### src/kdlp_pkg.sv
// shared types, constants and key table for the keypad debounce unit
// no dependencies
package kdlp_pkg;

  localparam int KEY_ROWS   = 4;
  localparam int KEY_COLS   = 4;
  localparam int KEYS_W     = 16;
  localparam int KEY_IDX_W  = 4;
  localparam int CODE_W     = 7;
  localparam int STABLE_W   = 8;
  localparam int HOLD_W     = 16;
  localparam int CFG_IDX_W  = 2;
  localparam int CFG_DATA_W = 16;

  localparam logic [STABLE_W-1:0] STABLE_MAX   = '1;
  localparam logic [HOLD_W-1:0]   HOLD_MAX     = '1;
  localparam logic [STABLE_W-1:0] STABLE_RESET = 8'd3;
  localparam logic [HOLD_W-1:0]   LONG_RESET   = 16'd100;

  typedef enum logic [CFG_IDX_W-1:0] {
    CFG_MODE      = 2'd0,
    CFG_STABLE    = 2'd1,
    CFG_LONG      = 2'd2,
    CFG_UNUSED    = 2'd3
  } cfg_idx_e;

  typedef enum logic [2:0] {
    EV_NONE      = 3'd0,
    EV_PRESS     = 3'd1,
    EV_START     = 3'd2,
    EV_LONG      = 3'd3,
    EV_SHORT_REL = 3'd4,
    EV_LONG_REL  = 3'd5
  } event_e;

  typedef struct packed {
    logic                mode;
    logic [STABLE_W-1:0] stable_threshold;
    logic [HOLD_W-1:0]   long_press_ticks;
  } cfg_t;

  typedef struct packed {
    logic                 hit;
    logic [KEY_IDX_W-1:0] idx;
  } key_t;

  typedef struct packed {
    event_e              ev;
    logic [CODE_W-1:0]   code;
    logic [HOLD_W-1:0]   dur;
  } result_t;

  // keys that lie inside the scanned rows and columns
  function automatic logic [KEYS_W-1:0] scan_mask();
    logic [KEYS_W-1:0] m;
    m = '0;
    for (int r = 0; r < 4; r++) begin
      for (int c = 0; c < 4; c++) begin
        if (r < KEY_ROWS && c < KEY_COLS) begin
          m[r*4+c] = 1'b1;
        end
      end
    end
    return m;
  endfunction

  function automatic logic [CODE_W-1:0] key_ascii(input logic [KEY_IDX_W-1:0] idx);
    logic [CODE_W-1:0] a;
    unique case (idx)
      4'd0:    a = 7'h31;
      4'd1:    a = 7'h32;
      4'd2:    a = 7'h33;
      4'd3:    a = 7'h41;
      4'd4:    a = 7'h34;
      4'd5:    a = 7'h35;
      4'd6:    a = 7'h36;
      4'd7:    a = 7'h42;
      4'd8:    a = 7'h37;
      4'd9:    a = 7'h38;
      4'd10:   a = 7'h39;
      4'd11:   a = 7'h43;
      4'd12:   a = 7'h2A;
      4'd13:   a = 7'h30;
      4'd14:   a = 7'h23;
      default: a = 7'h44;
    endcase
    return a;
  endfunction

endpackage

### src/kdlp_if.sv
// valid/ready channel interfaces for scan snapshots and key events
// depends on kdlp_pkg
interface kdlp_in_if import kdlp_pkg::*; ();
  logic              valid;
  logic              ready;
  logic [KEYS_W-1:0] pressed_keys;

  modport source (output valid, output pressed_keys, input ready);
  modport sink   (input valid, input pressed_keys, output ready);
endinterface

interface kdlp_out_if import kdlp_pkg::*; ();
  logic              valid;
  logic              ready;
  logic [2:0]        event_res;
  logic [CODE_W-1:0] key_code;
  logic [HOLD_W-1:0] hold_ticks;

  modport source (output valid, output event_res, output key_code, output hold_ticks,
                  input ready);
  modport sink   (input valid, input event_res, input key_code, input hold_ticks,
                  output ready);
endinterface

### src/kdlp_key_enc.sv
// first closed key in row-major order within the scanned area
// depends on kdlp_pkg
module kdlp_key_enc import kdlp_pkg::*; (
  input  logic [KEYS_W-1:0] keys_i,
  output key_t              key_o
);

  localparam logic [KEYS_W-1:0] Mask = scan_mask();

  logic [KEYS_W-1:0] live;

  assign live = keys_i & Mask;

  // walk downward so the lowest set bit wins
  always_comb begin
    key_o = '0;
    for (int i = KEYS_W - 1; i >= 0; i--) begin
      if (live[i]) begin
        key_o.hit = 1'b1;
        key_o.idx = KEY_IDX_W'(i);
      end
    end
  end

endmodule

### src/kdlp_tracker.sv
// debounce counter and hold-time tracker, one update per transaction
// depends on kdlp_pkg
module kdlp_tracker import kdlp_pkg::*; (
  input  logic    clk_i,
  input  logic    rst_ni,
  input  logic    step_i,
  input  key_t    key_i,
  input  cfg_t    cfg_i,
  output result_t res_o
);

  logic                 trk_vld_q, trk_vld_d;
  logic [KEY_IDX_W-1:0] trk_key_q, trk_key_d;
  logic                 latched_q, latched_d;
  logic [STABLE_W-1:0]  stable_q, stable_d;
  logic [HOLD_W-1:0]    hold_q, hold_d;
  logic [STABLE_W-1:0]  stable_inc;
  logic [HOLD_W-1:0]    hold_inc;
  logic                 same_key;

  assign same_key   = trk_vld_q && (trk_key_q == key_i.idx);
  assign stable_inc = (stable_q != STABLE_MAX) ? stable_q + 1'b1 : stable_q;
  assign hold_inc   = hold_q + 1'b1;

  always_comb begin
    trk_vld_d = trk_vld_q;
    trk_key_d = trk_key_q;
    latched_d = latched_q;
    stable_d  = stable_q;
    hold_d    = hold_q;
    res_o     = '{ev: EV_NONE, code: '0, dur: '0};
    if (!cfg_i.mode) begin
      if (key_i.hit) begin
        if (same_key) begin
          stable_d = stable_inc;
          if (stable_inc >= cfg_i.stable_threshold && !latched_q) begin
            latched_d  = 1'b1;
            hold_d     = '0;
            res_o.ev   = EV_PRESS;
            res_o.code = key_ascii(trk_key_q);
          end
        end else begin
          trk_vld_d = 1'b1;
          trk_key_d = key_i.idx;
          stable_d  = STABLE_W'(1);
        end
      end else begin
        if (stable_q != '0) begin
          stable_d = stable_q - 1'b1;
        end
        if (stable_d == '0) begin
          latched_d = 1'b0;
          trk_vld_d = 1'b0;
          trk_key_d = '0;
        end
      end
    end else begin
      priority if (key_i.hit && !trk_vld_q) begin
        trk_vld_d  = 1'b1;
        trk_key_d  = key_i.idx;
        hold_d     = '0;
        res_o.ev   = EV_START;
        res_o.code = key_ascii(key_i.idx);
      end else if (key_i.hit && same_key) begin
        if (hold_q != HOLD_MAX) begin
          hold_d = hold_inc;
          if (hold_inc == cfg_i.long_press_ticks) begin
            res_o.ev   = EV_LONG;
            res_o.code = key_ascii(trk_key_q);
          end
        end
      end else if (!key_i.hit && trk_vld_q) begin
        res_o.dur  = hold_q;
        res_o.ev   = (hold_q < cfg_i.long_press_ticks) ? EV_SHORT_REL : EV_LONG_REL;
        res_o.code = key_ascii(trk_key_q);
        trk_vld_d  = 1'b0;
        trk_key_d  = '0;
      end else begin
        // different key while one is held, or no key and none tracked: no change
      end
    end
  end

  always_ff @(posedge clk_i or negedge rst_ni) begin
    if (!rst_ni) begin
      trk_vld_q <= 1'b0;
      trk_key_q <= '0;
      latched_q <= 1'b0;
      stable_q  <= '0;
      hold_q    <= '0;
    end else if (step_i) begin
      trk_vld_q <= trk_vld_d;
      trk_key_q <= trk_key_d;
      latched_q <= latched_d;
      stable_q  <= stable_d;
      hold_q    <= hold_d;
    end
  end

endmodule

### src/keypad_debounce_long_press_unit.sv
// Keypad debouncer and long-press classifier.
// in_i carries one scan snapshot per transaction (bit row*4+col set for a
// closed key); out_o returns exactly one event per snapshot, in order:
// event_res, key_code (ASCII, 0 with no event) and hold_ticks on releases.
// Configuration (mode, stable_threshold, long_press_ticks) is written through
// cfg_we_i / cfg_index_i / cfg_data_i, one register per cycle, while idle.
// A snapshot accepted on in_i is registered in the input register, then its
// event is registered in the result register for out_o (two register stages).
// Throughput: one snapshot per cycle unless out_o stalls; one step of
// counter logic between the input and result registers updates tracker state.
// If the receiver stalls, the result register holds its event and the input
// register keeps one more snapshot; in_i.ready drops only once both are full.
// Reset clears the tracked key, latch and both counters, empties both
// registers and restores mode 0, threshold 3 and long press 100 ticks.
// depends on kdlp_pkg, kdlp_if, kdlp_key_enc, kdlp_tracker
module keypad_debounce_long_press_unit import kdlp_pkg::*; (
  input  logic                  clk_i,
  input  logic                  rst_ni,
  kdlp_in_if.sink               in_i,
  kdlp_out_if.source            out_o,
  input  logic                  cfg_we_i,
  input  logic [CFG_IDX_W-1:0]  cfg_index_i,
  input  logic [CFG_DATA_W-1:0] cfg_data_i
);

  cfg_t              cfg_q;
  logic              s1_vld_q;
  logic [KEYS_W-1:0] s1_keys_q;
  logic              out_vld_q;
  result_t           out_q;
  logic              adv;
  key_t              key;
  result_t           res;

  assign adv        = s1_vld_q && (!out_vld_q || out_o.ready);
  assign in_i.ready = !s1_vld_q || adv;

  always_ff @(posedge clk_i or negedge rst_ni) begin
    if (!rst_ni) begin
      cfg_q <= '{mode: 1'b0, stable_threshold: STABLE_RESET, long_press_ticks: LONG_RESET};
    end else if (cfg_we_i) begin
      unique case (cfg_idx_e'(cfg_index_i))
        CFG_MODE:   cfg_q.mode             <= cfg_data_i[0];
        CFG_STABLE: cfg_q.stable_threshold <= cfg_data_i[STABLE_W-1:0];
        CFG_LONG:   cfg_q.long_press_ticks <= cfg_data_i[HOLD_W-1:0];
        default:    ;
      endcase
    end
  end

  always_ff @(posedge clk_i or negedge rst_ni) begin
    if (!rst_ni) begin
      s1_vld_q  <= 1'b0;
      out_vld_q <= 1'b0;
    end else begin
      if (in_i.valid && in_i.ready) begin
        s1_vld_q <= 1'b1;
      end else if (adv) begin
        s1_vld_q <= 1'b0;
      end
      if (adv) begin
        out_vld_q <= 1'b1;
      end else if (out_o.ready) begin
        out_vld_q <= 1'b0;
      end
    end
  end

  always_ff @(posedge clk_i) begin
    if (in_i.valid && in_i.ready) begin
      s1_keys_q <= in_i.pressed_keys;
    end
    if (adv) begin
      out_q <= res;
    end
  end

  kdlp_key_enc u_enc (
    .keys_i (s1_keys_q),
    .key_o  (key)
  );

  kdlp_tracker u_trk (
    .clk_i  (clk_i),
    .rst_ni (rst_ni),
    .step_i (adv),
    .key_i  (key),
    .cfg_i  (cfg_q),
    .res_o  (res)
  );

  assign out_o.valid      = out_vld_q;
  assign out_o.event_res  = out_q.ev;
  assign out_o.key_code   = out_q.code;
  assign out_o.hold_ticks = out_q.dur;

endmodule

### src/flat_wrapper.sv
// flat-port wrapper written by rule: the top's interface ports become plain ports
module keypad_debounce_long_press_unit_flat import kdlp_pkg::*;
  (clk_i, rst_ni, cfg_we_i, cfg_index_i, cfg_data_i, in_i_valid, in_i_pressed_keys, in_i_ready, out_o_valid, out_o_event_res, out_o_key_code, out_o_hold_ticks, out_o_ready);
  kdlp_in_if in_i_i ();
  kdlp_out_if out_o_i ();
  input  logic clk_i;
  input  logic rst_ni;
  input  logic cfg_we_i;
  input  logic [CFG_IDX_W-1:0] cfg_index_i;
  input  logic [CFG_DATA_W-1:0] cfg_data_i;
  input wire logic [$bits(in_i_i.valid)-1:0] in_i_valid;
  input wire logic [$bits(in_i_i.pressed_keys)-1:0] in_i_pressed_keys;
  output wire logic [$bits(in_i_i.ready)-1:0] in_i_ready;
  output wire logic [$bits(out_o_i.valid)-1:0] out_o_valid;
  output wire logic [$bits(out_o_i.event_res)-1:0] out_o_event_res;
  output wire logic [$bits(out_o_i.key_code)-1:0] out_o_key_code;
  output wire logic [$bits(out_o_i.hold_ticks)-1:0] out_o_hold_ticks;
  input wire logic [$bits(out_o_i.ready)-1:0] out_o_ready;
  assign in_i_i.valid = in_i_valid;
  assign in_i_i.pressed_keys = in_i_pressed_keys;
  assign in_i_ready = in_i_i.ready;
  assign out_o_valid = out_o_i.valid;
  assign out_o_event_res = out_o_i.event_res;
  assign out_o_key_code = out_o_i.key_code;
  assign out_o_hold_ticks = out_o_i.hold_ticks;
  assign out_o_i.ready = out_o_ready;
  keypad_debounce_long_press_unit u_core (.clk_i(clk_i), .rst_ni(rst_ni), .in_i(in_i_i), .out_o(out_o_i), .cfg_we_i(cfg_we_i), .cfg_index_i(cfg_index_i), .cfg_data_i(cfg_data_i));
endmodule
### config.mk
export PLATFORM = sky130hd
export DESIGN_NAME = keypad_debounce_long_press_unit_flat
export DESIGN_NICKNAME = d
export VERILOG_FILES = /design/src/kdlp_pkg.sv /design/src/kdlp_if.sv /design/src/kdlp_key_enc.sv /design/src/kdlp_tracker.sv /design/src/keypad_debounce_long_press_unit.sv /design/src/flat_wrapper.sv
export SDC_FILE = /design/constraint.sdc
export NUM_CORES = 1
export LEC_CHECK = 0
export ABC_AREA = 1
export BUFFER_PORTS_ARGS = -buffer_cell sky130_fd_sc_hd__buf_4
export CAP_MARGIN = 40
export CORE_ASPECT_RATIO = 0.7
export CORE_MARGIN = 2
export CORE_UTILIZATION = 25
export CTS_BUF_LIST = sky130_fd_sc_hd__clkbuf_4 sky130_fd_sc_hd__clkbuf_8
export DETAILED_ROUTE_END_ITERATION = 8
export PLACE_DENSITY = 0.45
export SLEW_MARGIN = 5
export SYNTH_ARGS = -nofsm -noshare
export SYNTH_HDL_FRONTEND = slang
export SYNTH_HIERARCHICAL = 1
export SYNTH_SLANG_ARGS = --single-unit
### constraint.sdc
create_clock -name clk_i -period 3.7 [get_ports clk_i]
set_clock_uncertainty 0.1 [all_clocks]
set_input_delay 0.555 -clock clk_i [delete_from_list [all_inputs] [get_ports clk_i]]
set_output_delay 0.555 -clock clk_i [all_outputs]
set_load 0.02 [all_outputs]
==> key figures <==
Worst setup path
  • Worst path required time: 3.93 ns
  • Type of origin of the critical path: flip-flop
  • Critical Path Fanout Max: 32
  • Crit Path Category: flip-flop to flip-flop
  • CP Data Arrival Time: 3.53 ns
  • Critical Path Sink Type: flip-flop

Global route
  • Gr ovfl total: 0
  • Initial antenna violation count: 0
  • Number of global-route vias before repair: 5,067
  • First-pass GRT wire length: 28.9 mm
  • Tot GR Track Use: 0.141
  • Largest net degree at the start of global routing: 58

Placement
  • Final HPWL DP: 13.9 mm
  • GPL Wtd Cong: 0.807
  • Port Buf Inserts: 66
  • Pre-CTS WS: 0.344 ns

Clock tree
  • Post-CTS Setup Bufs: 0
  • Clock latency on the worst-skew pair: 0.40 ns
  • CTS tree: done
  • CTS Buf Count: 9
  • Sink Count: 99
  • H-tree Lvls: 3
  • Root Driver: clkbuf_8
  • Clock Tree Buf Depth: 2
  • Worst-path clk slew: 0.10 ns
  • # hold bufs at CTS: 0

Run
  • Max-capacitance violation count: 0

Die
  • Die area: 26,700 um^2
  • I/O pin cnt: 67
  • Die height: 137 um
  • Starting Density: 0.256
  • Core area: 24,800 um^2
  • Chip width: 194 um
  • Cell row count: 48

Cells and area
  • Fillers: 2,715
  • Area Overhead vs Synth: 16.7%
  • Ant diodes: 0
  • Layout cells sized above 1: 0.152
  • Layout Nets: 960

Yosys
  • Cell taking the most area after synthesis: dfrtp_1
  • Yosys warns: 6
  • Ys flop type: dfrtp_1
  • Sequential share of the synthesized area: 0.425
  • Post-synth top cells: nand2_1 (241), inv_1 (101), nor2_1 (72), nand3_1 (64), dfrtp_1 (52)
  • Number of synthesized register bits: 99
  • Count of different cell masters after synthesis: 44
  • Post-synth EDFFs: 42
  • Mapped Nets: 893
  • Top cell type's share of synthesized area: 0.205
  • Syn_area_per_cell: 7.78 um^2
  • Post-synth ARST share: 0.576
  • Mapped Area: 6340 um^2
  • Synthesized instance count: 815
  • Top-count cell post-synth: nand2_1
  • Top cells by area, synth: dfrtp_1 (21%), edfxtp_1 (20%), nand2_1 (14%)

Power and ir drop
  • Cell area power density: 465 nW/um^2
  • Peak supply drop: 0.000220 V
  • P_leak: 3.44 nW

Drt
  • TritonRoute pass-1 iters: 7
  • Residual DRC count: 13
  • DR iter-0 viols: 511
  • Total detailed-routing wirelength: 17.9 mm
  • Via/cell ratio: 4.54
  • Per-cell routed wire length: 14.8 um
  • Routed via count: 5,497
  • Antenna Nets Post-Route: 0

STA
  • Final hold violations: 0
  • Slew margin rel.: 0.457
  • Period utilization: 0.892
  • Final setup viols: 0
  • Peak Freq: 303 MHz
  • Minimum clock period: 3.30 ns
  • Worst Tran Pin Value: 0.815 ns
  • Final WS setup: 0.401 ns
  • Setup TNS: 0 ns
  • Slew Limit Fails: 0

Worst hold path
  • Hold Crit Class: input port to async pin

Outcome
  • Violated checks: design-rule violations
  • Status: finished, violations left
## per-stage QoR
stage                     power [mW]  instances  instance area [um^2]   util  hold WS [ns]
after global placement          2.76       1196                  7210  0.291         0.359
after detailed placement        2.74       1196                  7210  0.291         0.358
after floorplan                 2.34        815                  6340      -         0.159
after global routing            3.73       1212                  7400  0.298         0.166
after CTS                       3.48       1212                  7400  0.298         0.150
final                           3.44       1212                  7400  0.298         0.124
## power by group
part	total [mW]	internal, mW	switching (mW)
clock network	0.713	0.315	0.398
logic	1.24	0.443	0.800
registers	1.49	1.31	0.174
## worst max-delay path, cell delays in order (launching register included)
cell	delay, ns
dfrtp_2	0.43
ha_1	0.20
nand3_1	0.12
nor2_1	0.20
nand2_1	0.12
nor2_2	0.22
inv_1	0.09
nand2_1	0.08
xor2_1	0.21
ha_1	0.28
a21oi_1	0.15
nor2_1	0.05
nor2_1	0.08
nand3_1	0.15
nand2_1	0.09
inv_1	0.07
nand2_1	0.06
nand2_1	0.04
nand3_1	0.11
buf_12	0.20
a21oi_1	0.06
a21oi_1	0.12
## path summary, 6_finish.rpt
path / start / end / slack, ns / depth (start not counted)
max: u_core/u_trk/stable_q[0] / u_core/u_trk/hold_q[8] / 0.40 / 21
min: rst_ni / u_core/u_trk/stable_q[2] / 0.12 / 1
max reg2reg: u_core/u_trk/stable_q[0] / u_core/u_trk/hold_q[8] / 0.40 / 21
min reg2reg: u_core/cfg_q[16] / u_core/cfg_q[16] / 0.37 / 2
max in group asynchronous: rst_ni / u_core/s1_vld_q / 2.81 / 1
min in group clk_i: in_i_pressed_keys[15] / u_core/s1_keys_q[15] / 0.23 / 1
## flip-flops by register name, summed over array words and instances, names as in the netlist
name and cells:
u_core/u_trk/latched_q 1, u_core/cfg_q 25, u_core/out_o.hold_ticks 16, u_core/u_trk/trk_vld_q 1
u_core/out_o.valid 1, u_core/s1_keys_q 16, u_core/u_trk/stable_q 8, u_core/s1_vld_q 1
u_core/u_trk/trk_key_q 4, u_core/u_trk/hold_q 16, u_core/out_o.key_code 7, u_core/out_o.event_res 3
## timing repair
item                       in CTS  in global routing
gates resized for setup         0                  2
hold endpoints to repair        0                  0
setup endpoints to repair       0                 22
## layout make-up
class | instances | area [um^2] | area share
repair buffers | 74 | 568 | 0.0768
clock buffers | 10 | 131 | 0.0178
well taps | 325 | 407 | 0.0550
clock inverters | 6 | 56.3 | 0.00761
inverters | 111 | 417 | 0.0563
multi-input cells | 587 | 3130 | 0.422
flip-flops and latches | 99 | 2700 | 0.364
## cells by family (layout without fill, tap and decap cells)
| kind of cell | after synthesis | in the layout | share of synthesized area |
|---|---|---|---|
| simple gates | 450 | 450 | 0.320 |
| buf+inv | 129 | 201 | 0.0843 |
| flops | 99 | 99 | 0.425 |
| compound gates | 91 | 91 | 0.0841 |
| fa+ha+maj | 39 | 39 | 0.0770 |
| xor+xnor | 7 | 7 | 0.00967 |
## layer usage
metal	part of all wire	global-route usage	routed length [um]	vias up
met2	0.33	0.166	5880	159
li1	-	-	-	2832
met3	0.075	0.0326	1350	13
met5	0	0	0	-
met1	0.59	0.241	10500	2493
met4	0.0087	0.0295	156	0
## cells in the final DEF, fill, tap and decap left out, types with 4 or more instances in the layout
| cell type | synthesis | routed |
|---|---|---|
| xor2_1 | 5 | 5 |
| o21ai_0 | 24 | 24 |
| o31ai_1 | 10 | 10 |
| ha_1 | 39 | 39 |
| dfstp_2 | 5 | 5 |
| a21oi_1 | 30 | 29 |
| nand2_4 | 4 | 4 |
| nand3_1 | 64 | 64 |
| nor3_1 | 8 | 8 |
| dfrtp_1 | 52 | 51 |
| nor2_1 | 72 | 71 |
| o21ai_1 | 7 | 7 |
| inv_1 | 101 | 101 |
| nand2_1 | 241 | 241 |
| o221ai_1 | 5 | 5 |
| inv_2 | 9 | 9 |
| edfxtp_1 | 42 | 42 |
| nor2_2 | 6 | 7 |
| nand4_1 | 31 | 31 |
| clkbuf_8 | 0 | 9 |
| nand2_2 | 5 | 5 |
| buf_4 | 5 | 73 |
Power figures use the tool's default switching activity.
